==> src/hdl/rpm_pkg.sv <==
`timescale 1ns / 1ps
// Shared types and constants for the RMS power monitor with overload trip.
// Used by every module under hdl; depends on nothing.
package rpm_pkg;

    localparam int SAMPLE_BITS = 12;
    localparam int MAX_WINDOW  = 1024;
    localparam int WIN_BITS    = 11;
    localparam int SUM_BITS    = 33;
    localparam int SQ_BITS     = 2 * SAMPLE_BITS;
    localparam int ROOT_BITS   = 17;
    localparam int GAIN_BITS   = 24;
    localparam int PROD_BITS   = ROOT_BITS + GAIN_BITS;
    localparam int CUR_BITS    = 16;
    localparam int VOLT_BITS   = 9;
    localparam int PWR_BITS    = 25;
    localparam int CFG_BITS    = 25;
    localparam int IDX_BITS    = 3;

    localparam logic [IDX_BITS-1:0] CFG_MIDPOINT = 3'd0;
    localparam logic [IDX_BITS-1:0] CFG_WINDOW   = 3'd1;
    localparam logic [IDX_BITS-1:0] CFG_GAIN     = 3'd2;
    localparam logic [IDX_BITS-1:0] CFG_FLOOR    = 3'd3;
    localparam logic [IDX_BITS-1:0] CFG_VOLTS    = 3'd4;
    localparam logic [IDX_BITS-1:0] CFG_LIMIT    = 3'd5;

    typedef enum logic [1:0] {
        KIND_SAMPLE  = 2'd0,
        KIND_BUTTON  = 2'd1,
        KIND_COMMAND = 2'd2,
        KIND_NONE    = 2'd3
    } kind_t;

    typedef struct packed {
        kind_t                kind;
        logic [SQ_BITS-1:0]   square;
        logic                 command_on;
    } entry_t;

    typedef struct packed {
        logic [SAMPLE_BITS-1:0] sample_midpoint;
        logic [WIN_BITS-1:0]    window_samples;
        logic [GAIN_BITS-1:0]   current_gain_q16;
        logic [CUR_BITS-1:0]    noise_floor_ma;
        logic [VOLT_BITS-1:0]   mains_volts;
        logic [PWR_BITS-1:0]    power_limit_mw;
    } cfg_t;

    typedef struct packed {
        logic                relay_on;
        logic                measure_valid;
        logic [CUR_BITS-1:0] current_ma;
        logic [PWR_BITS-1:0] power_mw;
        logic                overload_trip;
    } result_t;

    typedef struct packed {
        logic full;
        logic empty;
    } queue_status_t;

endpackage

==> src/hdl/rms_power_monitor_overload_trip_unit.sv <==
`timescale 1ns / 1ps
// RMS current and power monitor with overload trip relay, top level.
// Depends on rpm_pkg, rpm_front, rpm_queue and rpm_back.
//
// Input items arrive on s_tvalid/s_tready: s_tuser carries the mode (sensor
// sample, button press, network command), s_tdata the sample and the command.
// Every item yields one result item on m_tvalid/m_tready: relay state, and for
// the sample that closes a window the RMS current, the power and the trip flag
// (measurement valid flag in m_tuser).
// A two-entry queue lies between the front end and the back end, so the front
// end keeps taking items while a result waits for the receiver.
// A plain item passes the queue slot and the result register; a window-closing
// sample also goes through the 33-step divider, the 17-step square root unit and
// the multiply, scale, power and finish states. The back end handles one item at a
// time: one plain item a cycle while m_tready is high, none while a window closes.
// Configuration registers are written through cfg_we/cfg_index/cfg_wdata; the
// user must write them only while idle, which the block does not enforce.
// Indexes above 5 are dropped. Reset clears the accumulator, sample count, queue
// and output valid flag, opens the relay and loads default settings. While
// m_tready is low the result holds and, once the queue fills, s_tready drops.
module rms_power_monitor_overload_trip_unit (
    input  logic                           clk,
    input  logic                           rst_n,
    input  logic                           cfg_we,
    input  logic [rpm_pkg::IDX_BITS-1:0]   cfg_index,
    input  logic [rpm_pkg::CFG_BITS-1:0]   cfg_wdata,
    input  logic                           s_tvalid,
    output logic                           s_tready,
    input  logic [15:0]                    s_tdata,   // [11:0] sample, [12] command_on
    input  logic [1:0]                     s_tuser,   // [1:0] mode
    output logic                           m_tvalid,
    input  logic                           m_tready,
    output logic [47:0]                    m_tdata,   // [0] relay_on, [16:1] current_ma,
                                                      // [41:17] power_mw, [42] overload_trip
    output logic                           m_tuser    // [0] measure_valid
);

    rpm_pkg::cfg_t          cfg_reg;
    rpm_pkg::cfg_t          cfg_next;
    rpm_pkg::queue_status_t queue_status;
    rpm_pkg::entry_t        push_entry;
    rpm_pkg::entry_t        pop_entry;
    rpm_pkg::result_t       result;
    logic                   push;
    logic                   pop;

    always_comb
    begin
        cfg_next = cfg_reg;
        if (cfg_we)
        begin
            case (cfg_index)
                rpm_pkg::CFG_MIDPOINT:
                    cfg_next.sample_midpoint  = cfg_wdata[rpm_pkg::SAMPLE_BITS-1:0];
                rpm_pkg::CFG_WINDOW:
                    cfg_next.window_samples   = cfg_wdata[rpm_pkg::WIN_BITS-1:0];
                rpm_pkg::CFG_GAIN:
                    cfg_next.current_gain_q16 = cfg_wdata[rpm_pkg::GAIN_BITS-1:0];
                rpm_pkg::CFG_FLOOR:
                    cfg_next.noise_floor_ma   = cfg_wdata[rpm_pkg::CUR_BITS-1:0];
                rpm_pkg::CFG_VOLTS:
                    cfg_next.mains_volts      = cfg_wdata[rpm_pkg::VOLT_BITS-1:0];
                rpm_pkg::CFG_LIMIT:
                    cfg_next.power_limit_mw   = cfg_wdata[rpm_pkg::PWR_BITS-1:0];
                default:
                    cfg_next = cfg_reg;
            endcase
        end
    end

    always_ff @(posedge clk or negedge rst_n)
    begin
        if (!rst_n)
        begin
            cfg_reg.sample_midpoint  <= 12'd2047;
            cfg_reg.window_samples   <= 11'd100;
            cfg_reg.current_gain_q16 <= 24'd570950;
            cfg_reg.noise_floor_ma   <= 16'd50;
            cfg_reg.mains_volts      <= 9'd230;
            cfg_reg.power_limit_mw   <= 25'd2500000;
        end
        else
        begin
            cfg_reg <= cfg_next;
        end
    end

    rpm_front u_front (
        .s_tvalid        (s_tvalid),
        .s_tready        (s_tready),
        .mode            (s_tuser),
        .sample          (s_tdata[rpm_pkg::SAMPLE_BITS-1:0]),
        .command_on      (s_tdata[rpm_pkg::SAMPLE_BITS]),
        .sample_midpoint (cfg_reg.sample_midpoint),
        .queue_status    (queue_status),
        .push            (push),
        .entry           (push_entry)
    );

    rpm_queue u_queue (
        .clk        (clk),
        .rst_n      (rst_n),
        .push       (push),
        .push_entry (push_entry),
        .pop        (pop),
        .pop_entry  (pop_entry),
        .status     (queue_status)
    );

    rpm_back u_back (
        .clk          (clk),
        .rst_n        (rst_n),
        .cfg          (cfg_reg),
        .queue_status (queue_status),
        .entry        (pop_entry),
        .pop          (pop),
        .out_valid    (m_tvalid),
        .out_ready    (m_tready),
        .result       (result)
    );

    assign m_tdata = {5'd0, result.overload_trip, result.power_mw,
                      result.current_ma, result.relay_on};
    assign m_tuser = result.measure_valid;

endmodule

==> src/hdl/rpm_front.sv <==
`timescale 1ns / 1ps
// Front end: accepts input items, classifies them and squares the sample deviation.
// Depends on rpm_pkg.
module rpm_front (
    input  logic                               s_tvalid,
    output logic                               s_tready,
    input  logic [1:0]                         mode,
    input  logic [rpm_pkg::SAMPLE_BITS-1:0]    sample,
    input  logic                               command_on,
    input  logic [rpm_pkg::SAMPLE_BITS-1:0]    sample_midpoint,
    input  rpm_pkg::queue_status_t             queue_status,
    output logic                               push,
    output rpm_pkg::entry_t                    entry
);

    logic [rpm_pkg::SAMPLE_BITS-1:0] dev;

    always_comb
    begin
        if (sample >= sample_midpoint)
        begin
            dev = sample - sample_midpoint;
        end
        else
        begin
            dev = sample_midpoint - sample;
        end
        entry.kind       = rpm_pkg::kind_t'(mode);
        entry.square     = rpm_pkg::SQ_BITS'(dev) * rpm_pkg::SQ_BITS'(dev);
        entry.command_on = command_on;
    end

    assign s_tready = !queue_status.full;
    assign push     = s_tvalid && !queue_status.full;

endmodule

==> src/hdl/rpm_queue.sv <==
`timescale 1ns / 1ps
// Two-entry item queue between the front end and the back end.
// Depends on rpm_pkg.
module rpm_queue (
    input  logic                   clk,
    input  logic                   rst_n,
    input  logic                   push,
    input  rpm_pkg::entry_t        push_entry,
    input  logic                   pop,
    output rpm_pkg::entry_t        pop_entry,
    output rpm_pkg::queue_status_t status
);

    rpm_pkg::entry_t slot_reg [2];
    logic            wr_ptr_reg;
    logic            wr_ptr_next;
    logic            rd_ptr_reg;
    logic            rd_ptr_next;
    logic [1:0]      count_reg;
    logic [1:0]      count_next;

    always_comb
    begin
        wr_ptr_next = wr_ptr_reg ^ push;
        rd_ptr_next = rd_ptr_reg ^ pop;
        count_next  = count_reg + 2'(push) - 2'(pop);
    end

    always_ff @(posedge clk or negedge rst_n)
    begin
        if (!rst_n)
        begin
            wr_ptr_reg <= 1'b0;
            rd_ptr_reg <= 1'b0;
            count_reg  <= 2'd0;
        end
        else
        begin
            wr_ptr_reg <= wr_ptr_next;
            rd_ptr_reg <= rd_ptr_next;
            count_reg  <= count_next;
        end
    end

    always_ff @(posedge clk)
    begin
        if (push)
        begin
            slot_reg[wr_ptr_reg] <= push_entry;
        end
    end

    assign pop_entry    = slot_reg[rd_ptr_reg];
    assign status.full  = count_reg[1];
    assign status.empty = (count_reg == 2'd0);

endmodule

==> src/hdl/rpm_back.sv <==
`timescale 1ns / 1ps
// Back end: accumulates squares, runs divide, square root, scaling and trip logic.
// Holds the result register. Depends on rpm_pkg.
module rpm_back (
    input  logic                   clk,
    input  logic                   rst_n,
    input  rpm_pkg::cfg_t          cfg,
    input  rpm_pkg::queue_status_t queue_status,
    input  rpm_pkg::entry_t        entry,
    output logic                   pop,
    output logic                   out_valid,
    input  logic                   out_ready,
    output rpm_pkg::result_t       result
);

    typedef enum logic [6:0] {
        ST_IDLE  = 7'b0000001,
        ST_DIV   = 7'b0000010,
        ST_SQRT  = 7'b0000100,
        ST_MUL   = 7'b0001000,
        ST_SCALE = 7'b0010000,
        ST_POW   = 7'b0100000,
        ST_FIN   = 7'b1000000
    } state_t;

    localparam int RAD_BITS  = 2 * rpm_pkg::ROOT_BITS;
    localparam int SREM_BITS = rpm_pkg::ROOT_BITS + 3;
    localparam logic [rpm_pkg::WIN_BITS-1:0] WIN_MAX =
        rpm_pkg::WIN_BITS'(rpm_pkg::MAX_WINDOW);

    state_t                           state_reg, state_next;
    logic                             out_valid_reg, out_valid_next;
    rpm_pkg::result_t                 result_reg, result_next;
    logic [rpm_pkg::SUM_BITS-1:0]     sum_reg, sum_next;
    logic [rpm_pkg::WIN_BITS-1:0]     cnt_reg, cnt_next;
    logic                             relay_reg, relay_next;
    logic [rpm_pkg::WIN_BITS-1:0]     win_reg, win_next;
    logic [rpm_pkg::SUM_BITS-1:0]     quo_reg, quo_next;
    logic [rpm_pkg::WIN_BITS:0]       rem_reg, rem_next;
    logic [5:0]                       step_reg, step_next;
    logic [RAD_BITS-1:0]              rad_reg, rad_next;
    logic [rpm_pkg::ROOT_BITS-1:0]    root_reg, root_next;
    logic [SREM_BITS-1:0]             srem_reg, srem_next;
    logic [rpm_pkg::PROD_BITS-1:0]    prod_reg, prod_next;
    logic [rpm_pkg::CUR_BITS-1:0]     cur_reg, cur_next;
    logic [rpm_pkg::PWR_BITS-1:0]     pwr_reg, pwr_next;

    logic                             out_free;
    logic [rpm_pkg::WIN_BITS-1:0]     win_eff;
    logic [rpm_pkg::WIN_BITS-1:0]     cnt_inc;
    logic [rpm_pkg::SUM_BITS:0]       sum_add;
    logic [rpm_pkg::SUM_BITS-1:0]     sum_sat;
    logic [rpm_pkg::WIN_BITS:0]       div_trial;
    logic [SREM_BITS-1:0]             sqrt_acc;
    logic [SREM_BITS-1:0]             sqrt_trial;
    logic [rpm_pkg::PWR_BITS-1:0]     cur_wide;
    logic [rpm_pkg::CUR_BITS-1:0]     cur_sat;
    logic                             trip;

    always_comb
    begin
        out_free = !out_valid_reg || out_ready;

        if (cfg.window_samples == '0)
        begin
            win_eff = rpm_pkg::WIN_BITS'(1);
        end
        else if (cfg.window_samples > WIN_MAX)
        begin
            win_eff = WIN_MAX;
        end
        else
        begin
            win_eff = cfg.window_samples;
        end

        cnt_inc = cnt_reg + rpm_pkg::WIN_BITS'(1);
        sum_add = {1'b0, sum_reg} + (rpm_pkg::SUM_BITS + 1)'(entry.square);
        sum_sat = sum_add[rpm_pkg::SUM_BITS] ? '1 : sum_add[rpm_pkg::SUM_BITS-1:0];

        div_trial  = {rem_reg[rpm_pkg::WIN_BITS-1:0], quo_reg[rpm_pkg::SUM_BITS-1]};
        sqrt_acc   = {srem_reg[SREM_BITS-3:0], rad_reg[RAD_BITS-1 -: 2]};
        sqrt_trial = {1'b0, root_reg, 2'b01};

        cur_wide = prod_reg[rpm_pkg::PROD_BITS-1:16];
        cur_sat  = (|cur_wide[rpm_pkg::PWR_BITS-1:rpm_pkg::CUR_BITS]) ? '1
                 : cur_wide[rpm_pkg::CUR_BITS-1:0];
        trip     = (pwr_reg > cfg.power_limit_mw) && relay_reg;

        state_next     = state_reg;
        out_valid_next = out_valid_reg && !out_ready;
        result_next    = result_reg;
        sum_next       = sum_reg;
        cnt_next       = cnt_reg;
        relay_next     = relay_reg;
        win_next       = win_reg;
        quo_next       = quo_reg;
        rem_next       = rem_reg;
        step_next      = step_reg;
        rad_next       = rad_reg;
        root_next      = root_reg;
        srem_next      = srem_reg;
        prod_next      = prod_reg;
        cur_next       = cur_reg;
        pwr_next       = pwr_reg;
        pop            = 1'b0;

        case (state_reg)
            ST_IDLE:
            begin
                if (!queue_status.empty && out_free)
                begin
                    pop = 1'b1;
                    result_next = '0;
                    case (entry.kind)
                        rpm_pkg::KIND_SAMPLE:
                        begin
                            if (cnt_inc >= win_eff)
                            begin
                                sum_next   = '0;
                                cnt_next   = '0;
                                win_next   = win_eff;
                                quo_next   = sum_sat;
                                rem_next   = '0;
                                step_next  = '0;
                                state_next = ST_DIV;
                            end
                            else
                            begin
                                sum_next       = sum_sat;
                                cnt_next       = cnt_inc;
                                out_valid_next = 1'b1;
                                result_next.relay_on = relay_reg;
                            end
                        end
                        rpm_pkg::KIND_BUTTON:
                        begin
                            relay_next           = !relay_reg;
                            out_valid_next       = 1'b1;
                            result_next.relay_on = !relay_reg;
                        end
                        rpm_pkg::KIND_COMMAND:
                        begin
                            relay_next           = entry.command_on;
                            out_valid_next       = 1'b1;
                            result_next.relay_on = entry.command_on;
                        end
                        default:
                        begin
                            out_valid_next       = 1'b1;
                            result_next.relay_on = relay_reg;
                        end
                    endcase
                end
            end
            ST_DIV:
            begin
                if (div_trial >= {1'b0, win_reg})
                begin
                    rem_next = div_trial - {1'b0, win_reg};
                    quo_next = {quo_reg[rpm_pkg::SUM_BITS-2:0], 1'b1};
                end
                else
                begin
                    rem_next = div_trial;
                    quo_next = {quo_reg[rpm_pkg::SUM_BITS-2:0], 1'b0};
                end
                step_next = step_reg + 6'd1;
                if (step_reg == 6'(rpm_pkg::SUM_BITS - 1))
                begin
                    rad_next   = {1'b0, quo_next};
                    root_next  = '0;
                    srem_next  = '0;
                    step_next  = '0;
                    state_next = ST_SQRT;
                end
            end
            ST_SQRT:
            begin
                if (sqrt_acc >= sqrt_trial)
                begin
                    srem_next = sqrt_acc - sqrt_trial;
                    root_next = {root_reg[rpm_pkg::ROOT_BITS-2:0], 1'b1};
                end
                else
                begin
                    srem_next = sqrt_acc;
                    root_next = {root_reg[rpm_pkg::ROOT_BITS-2:0], 1'b0};
                end
                rad_next  = {rad_reg[RAD_BITS-3:0], 2'b00};
                step_next = step_reg + 6'd1;
                if (step_reg == 6'(rpm_pkg::ROOT_BITS - 1))
                begin
                    state_next = ST_MUL;
                end
            end
            ST_MUL:
            begin
                prod_next  = rpm_pkg::PROD_BITS'(root_reg)
                           * rpm_pkg::PROD_BITS'(cfg.current_gain_q16);
                state_next = ST_SCALE;
            end
            ST_SCALE:
            begin
                cur_next   = (cur_sat < cfg.noise_floor_ma) ? '0 : cur_sat;
                state_next = ST_POW;
            end
            ST_POW:
            begin
                pwr_next   = rpm_pkg::PWR_BITS'(cfg.mains_volts)
                           * rpm_pkg::PWR_BITS'(cur_reg);
                state_next = ST_FIN;
            end
            ST_FIN:
            begin
                if (out_free)
                begin
                    relay_next                = relay_reg && !trip;
                    out_valid_next            = 1'b1;
                    result_next.relay_on      = relay_reg && !trip;
                    result_next.measure_valid = 1'b1;
                    result_next.current_ma    = cur_reg;
                    result_next.power_mw      = pwr_reg;
                    result_next.overload_trip = trip;
                    state_next                = ST_IDLE;
                end
            end
            default:
            begin
                state_next = ST_IDLE;
            end
        endcase
    end

    always_ff @(posedge clk or negedge rst_n)
    begin
        if (!rst_n)
        begin
            state_reg     <= ST_IDLE;
            out_valid_reg <= 1'b0;
            sum_reg       <= '0;
            cnt_reg       <= '0;
            relay_reg     <= 1'b0;
            step_reg      <= '0;
        end
        else
        begin
            state_reg     <= state_next;
            out_valid_reg <= out_valid_next;
            sum_reg       <= sum_next;
            cnt_reg       <= cnt_next;
            relay_reg     <= relay_next;
            step_reg      <= step_next;
        end
    end

    always_ff @(posedge clk)
    begin
        result_reg <= result_next;
        win_reg    <= win_next;
        quo_reg    <= quo_next;
        rem_reg    <= rem_next;
        rad_reg    <= rad_next;
        root_reg   <= root_next;
        srem_reg   <= srem_next;
        prod_reg   <= prod_next;
        cur_reg    <= cur_next;
        pwr_reg    <= pwr_next;
    end

    assign out_valid = out_valid_reg;
    assign result    = result_reg;

endmodule

==> config.mk <==
export PLATFORM = sky130hd
export DESIGN_NAME = rms_power_monitor_overload_trip_unit
export DESIGN_NICKNAME = d
export VERILOG_FILES = /design/src/hdl/rpm_pkg.sv /design/src/hdl/rms_power_monitor_overload_trip_unit.sv /design/src/hdl/rpm_front.sv /design/src/hdl/rpm_queue.sv /design/src/hdl/rpm_back.sv
export SDC_FILE = /design/constraint.sdc
export NUM_CORES = 2
export LEC_CHECK = 0
export BUFFER_PORTS_ARGS = -buffer_cell sky130_fd_sc_hd__buf_2
export CORE_MARGIN = 2
export CORE_UTILIZATION = 65
export CTS_BUF_LIST = sky130_fd_sc_hd__clkbuf_8
export DETAILED_ROUTE_END_ITERATION = 8
export PLACE_DENSITY = 0.85
export SYNTH_ARGS = -nofsm -noshare
export SYNTH_HDL_FRONTEND = slang
export SYNTH_SLANG_ARGS = --single-unit
==> constraint.sdc <==
create_clock -name clk -period 23.3 [get_ports clk]
set_clock_uncertainty 0.05 [all_clocks]
set_input_delay 6.99 -clock clk [delete_from_list [all_inputs] [get_ports clk]]
set_output_delay 6.99 -clock clk [all_outputs]
set_load 0.05 [all_outputs]
---- After elaboration in Yosys (flattened, before gate mapping) ----
Memory sizes are Yosys's and may differ from the RTL's.
Index checks and enable logic that the tools add are counted.
word-level totals
  register bits ........................... 410
  bits in writable memories ............... 54
  input port bits ......................... 51
  word-level logic and storage cells ...... 164
  memories ................................ 1
memory list
  name              words  bits a word  read ports  clocked after memory_dff  wr ports  RTL line         RTL
  u_queue.slot_reg  2      27           1           0                         1         rpm_queue.sv:14  rpm_pkg::entry_t slot_reg [2];
operators by class
  add/sub/neg operators ................... 9
  $mul .................................... 3
  order comparisons ....................... 7
  eq/ne operators ......................... 23
  mux-type cells .......................... 55
  bitwise gates (word level) .............. 2
  reductions and logical operators ........ 35
operator list
  operator                          number
  2-to-1 mux 33 bit                 5
  2-to-1 mux 44 bit                 2
  case mux 44 bit (2 select lines)  1
  2-to-1 mux 11 bit                 7
  case mux 34 bit (2 select lines)  1
  case mux 33 bit (2 select lines)  1
  case mux 7 bit (7 select lines)   1
  2-to-1 mux 7 bit                  6
  multiplier 17 x 24 -> 41 bit      1
  2-to-1 mux 18 bit                 2
  case mux 18 bit (2 select lines)  1
  adder 33 x 24 -> 34 bit           1
  2-to-1 mux 34 bit                 1
  case mux 17 bit (2 select lines)  1
  > comparator 25 bit               1
  multiplier 9 x 16 -> 25 bit       1
  multiplier 12 x 12 -> 24 bit      1
  2-to-1 mux 6 bit                  4
  subtractor 12 bit                 2
  case mux 11 bit (2 select lines)  1
  >= comparator 20 x 19 -> 1 bit    1
  case mux 6 bit (3 select lines)   1
  subtractor 18 bit                 1
  2-to-1 mux 17 bit                 1
  46 further kinds                  89

---- Logic depth before layout (Yosys ltp) ----
  depth in word-level cells ............... 8
  mapped depth ............................ 34
  depth with buffers taken out ............ 33

---- By module ----
A second synthesis with hierarchy kept.
unflattened totals
  cells, all modules ...................... 4389
  area, all modules ....................... 43715.7 um2
by module, submodules not included
  module                                times used  cells an instance  area each (um2)
  rpm_back                              1           3451               32658.8
  rpm_front                             1           623                5049.8
  rms_power_monitor_overload_trip_unit  1           215                3749.8
  rpm_queue                             1           100                2257.2

---- Worst setup path before layout ----
No wires, ideal clock.
  kind .................................... input to register
  from .................................... in s_tdata[0]
  to ...................................... mem u_queue.slot_reg[0][24] (netlist bit) (data pin)
  setup time .............................. 0.263 ns
  data arrival time ....................... 14.008 ns
  required time ........................... 22.987 ns
  path slack .............................. 8.980 ns
  cell stages on the path ................. 31
  path buffers ............................ 0
  cell sequence ........................... inv_1 > ha_1 > inv_1 > fa_1 > a21o_1 > a21oi_2 > a2111oi_2 > nor3_4 > mux2i_1 > o221ai_1 > xnor2_2 > nor2_1 > fa_1 > fa_1 > inv_1 > fa_1 > inv_1 > fa_1 > inv_1 > fa_1 > inv_1 > ha_1 > nor4_1 > o21ai_0 > a41oi_1 > nor3_1 > o21a_1 > o21ai_0 > a21oi_1 > o22ai_1 > xnor2_1
RTL lines
  what             RTL line                                    RTL
  start, declared  rms_power_monitor_overload_trip_unit.sv:29  input logic [15:0] s_tdata,
  end, declared    rpm_queue.sv:14

==> out/metrics.csv <==
metric,value,unit
slowest_stage,nor3_4,
clk_pin_slew_worst_paths,0.06,ns
chipHeight,261.6,um
cts_tree,done,
startpoint,s_tdata[0],
wl_met1,39560,um
dpl.hpwl,72560,um
max-cap-violations,0,
wire_per_inst,18.76,um
first_iter_violations,2659,
io_pins,102,
cp_data_required_time,23.67,ns
synth_top_family_by_area,adder cells,
core,0.06575,mm^2
largest_reg_flops,97,
die_w,261.6,um
cts_setup_buffers,0,
wl_met2,47330,um
finalSetupViolations,0,
start_util,65.61,%
dieArea,0.06844,mm^2
holdBufCountCts,0,
routabilityCongestion,0.9185,
r2r_start,cfg_reg[85]$_DFFE_PN1P_,
postLayoutCoreUtil,69.84,%
cts_made_buffers,75,
whs,0.4402,ns
tightestPinTransition,1.367,ns
root_buffer,clkbuf_8,
hold_class,reg2reg,
yosys-top-cells-count,"718 x inv_1, 633 x nand2_1, 512 x fa_1",
synth-simple-area-share,14.28,%
io_buffers,93,
totalWireLength,99520,um
slew_viol_final,0,
num-fill-cells,4527,
ys_seq_elements,446,
synthArstFlopShare,35.87,%
rows,94,
clk_latency,0.70,ns
synth-adder-area-share,34.03,%
grt_pass1_vias,32447,
route.detailed.drc,0,
avgSynthCellArea,9.912,um^2
syn_area,0.04314,mm^2
yosys.area.top_type,fa_1,
syn_inst,4352,
highest_layer,met5,
synthFlopType,edfxtp_1,
ctsLongestPathBuffers,3,
muxShareOfSynthArea,3.774,%
drive_above_1_share,9.968,%
synth_area_leaders,"fa_1 24%, edfxtp_1 20%, ha_1 10%, dfrtp_1 7.0%, inv_1 6.2%",
ys_types,84,
crit_type,in2reg,
finalNetCount,5288,
worstPathArrival,15.39,ns
fin_crit,15.02,ns
met3WireLength,9272,um
crit_path_max_incr_delay,0.76,ns
yosys.area_share.xor_xnor,2.764,%
report.final.hold_viol_count,0,
stdcell_area,0.04592,mm^2
fin_crit_sh,64.47,%
overflow,0,
grt_usage,30.01,%
post_cts_resized,0,
cts.sinks,446,
synth_edf_count,286,
end_kind,flop,
ant_nets,0,
fmax,0.06657,GHz
critPathLaunchType,input port,
placed_cell_area,0.04426,mm^2
fin_setup_tns,0,ns
dr.pass1.iters,5,
via_count,31097,
cts_htree_levels,3,
grt_pass1_wl,162500,um
yosys_warnings,0,
syn_to_final_growth,6.442,%
rsz0062_at_grt,no,
synth.most_common_cell,inv_1,
antenna_found_initial,9,
min_from,cfg_reg[84]$_DFFE_PN0P_,
synth_compound_area_share,7.802,%
worst-path-max-fanout,17,
slew_headroom,8.891,%
grt_start_max_net_pins,74,
synth.top_cell.area_share,23.76,%
status,finished clean,
ys_seq_area_share,29.31,%
via_per_inst,5.863,
-- cell usage in the layout (no fill, tap or decap), types with 22 or more instances in the layout --
cell type | netlist | final
and3_1 | 22 | 22
nand3_1 | 39 | 39
nor3_1 | 34 | 33
nand2b_1 | 30 | 30
mux2i_1 | 34 | 34
a21o_1 | 69 | 68
inv_1 | 718 | 744
dfrtp_1 | 120 | 120
o21a_1 | 22 | 22
nor2b_1 | 25 | 25
edfxtp_1 | 286 | 286
buf_4 | 6 | 35
xor2_1 | 47 | 47
or2_2 | 24 | 24
ha_1 | 354 | 354
o21ai_0 | 137 | 135
and2_1 | 238 | 238
buf_2 | 10 | 92
nand2_1 | 633 | 633
fa_1 | 512 | 512
dfstp_2 | 40 | 40
mux2_2 | 112 | 112
a21oi_1 | 148 | 148
clkbuf_8 | 0 | 88
nor2_1 | 195 | 195
xnor2_1 | 81 | 81
a31oi_1 | 28 | 28
nand4_1 | 27 | 27
-- routing by layer --
| metal | track usage (%) | vias to the layer above |
|---|---|---|
| li1 | - | 14052 |
| met1 | 38.99 | 15396 |
| met2 | 49.02 | 1359 |
| met3 | 6.964 | 284 |
| met4 | 12.06 | 6 |
| met5 | 0 | - |
-- per-stage QoR --
stage / std cells / setup slack (ns)
global route: 5302 / 7.884
detailed placement: 5158 / 7.744
finish: 5304 / 8.278
global placement: 5158 / 7.853
floorplan: 4356 / 8.980
CTS: 5298 / 8.458
-- worst paths after layout --
path | endpoint | cells after the start | slack [ns]
max in group asynchronous | cfg_reg[9]$_DFFE_PN0P_ | 3 | 15.00
setup reg to reg | u_queue.slot_reg[0][24]$_DFFE_PP_ | 30 | 14.25
hold reg to reg | u_back.win_reg[10]$_DFFE_PP_ | 0 | 0.44
min in group asynchronous | cfg_reg[54]$_DFFE_PN0P_ | 1 | 6.17
setup / recovery | u_queue.slot_reg[0][24]$_DFFE_PP_ | 32 | 8.28
hold / removal | u_back.win_reg[10]$_DFFE_PP_ | 0 | 0.44
-- area by class of cell --
type                       count  area (um^2)  area share, %
clock inverter                52        426.7         0.9292
antenna                        6        15.01        0.03270
inverter                     720         2705          5.891
timing repair buffer         128        734.5          1.600
sequential                   446        12640          27.53
multi-input combinational   3000        27100          59.02
clock buffer                  88         1211          2.638
tap                          864         1081          2.354
-- logic make-up after synthesis --
family          after synthesis
simple gates               1317
mux                         148
other cells                   1
buf+inv                     910
xor+xnor                    131
compound gates              533
flops                       446
fa+ha+maj                   866
-- worst max-delay path, delay by kind of cell --
| kind | cells | cell delay (ns) |
|---|---|---|
| fa+ha+maj | 8 | 3.34 |
| compound gates | 10 | 2.14 |
| mux | 1 | 0.52 |
| xor+xnor | 2 | 0.61 |
| simple gates | 4 | 1.31 |
| buf+inv | 7 | 0.45 |
Power is left out: the tool's default activity adds up to more than one toggle a clock period on the data nets, which glitch-free logic cannot reach.
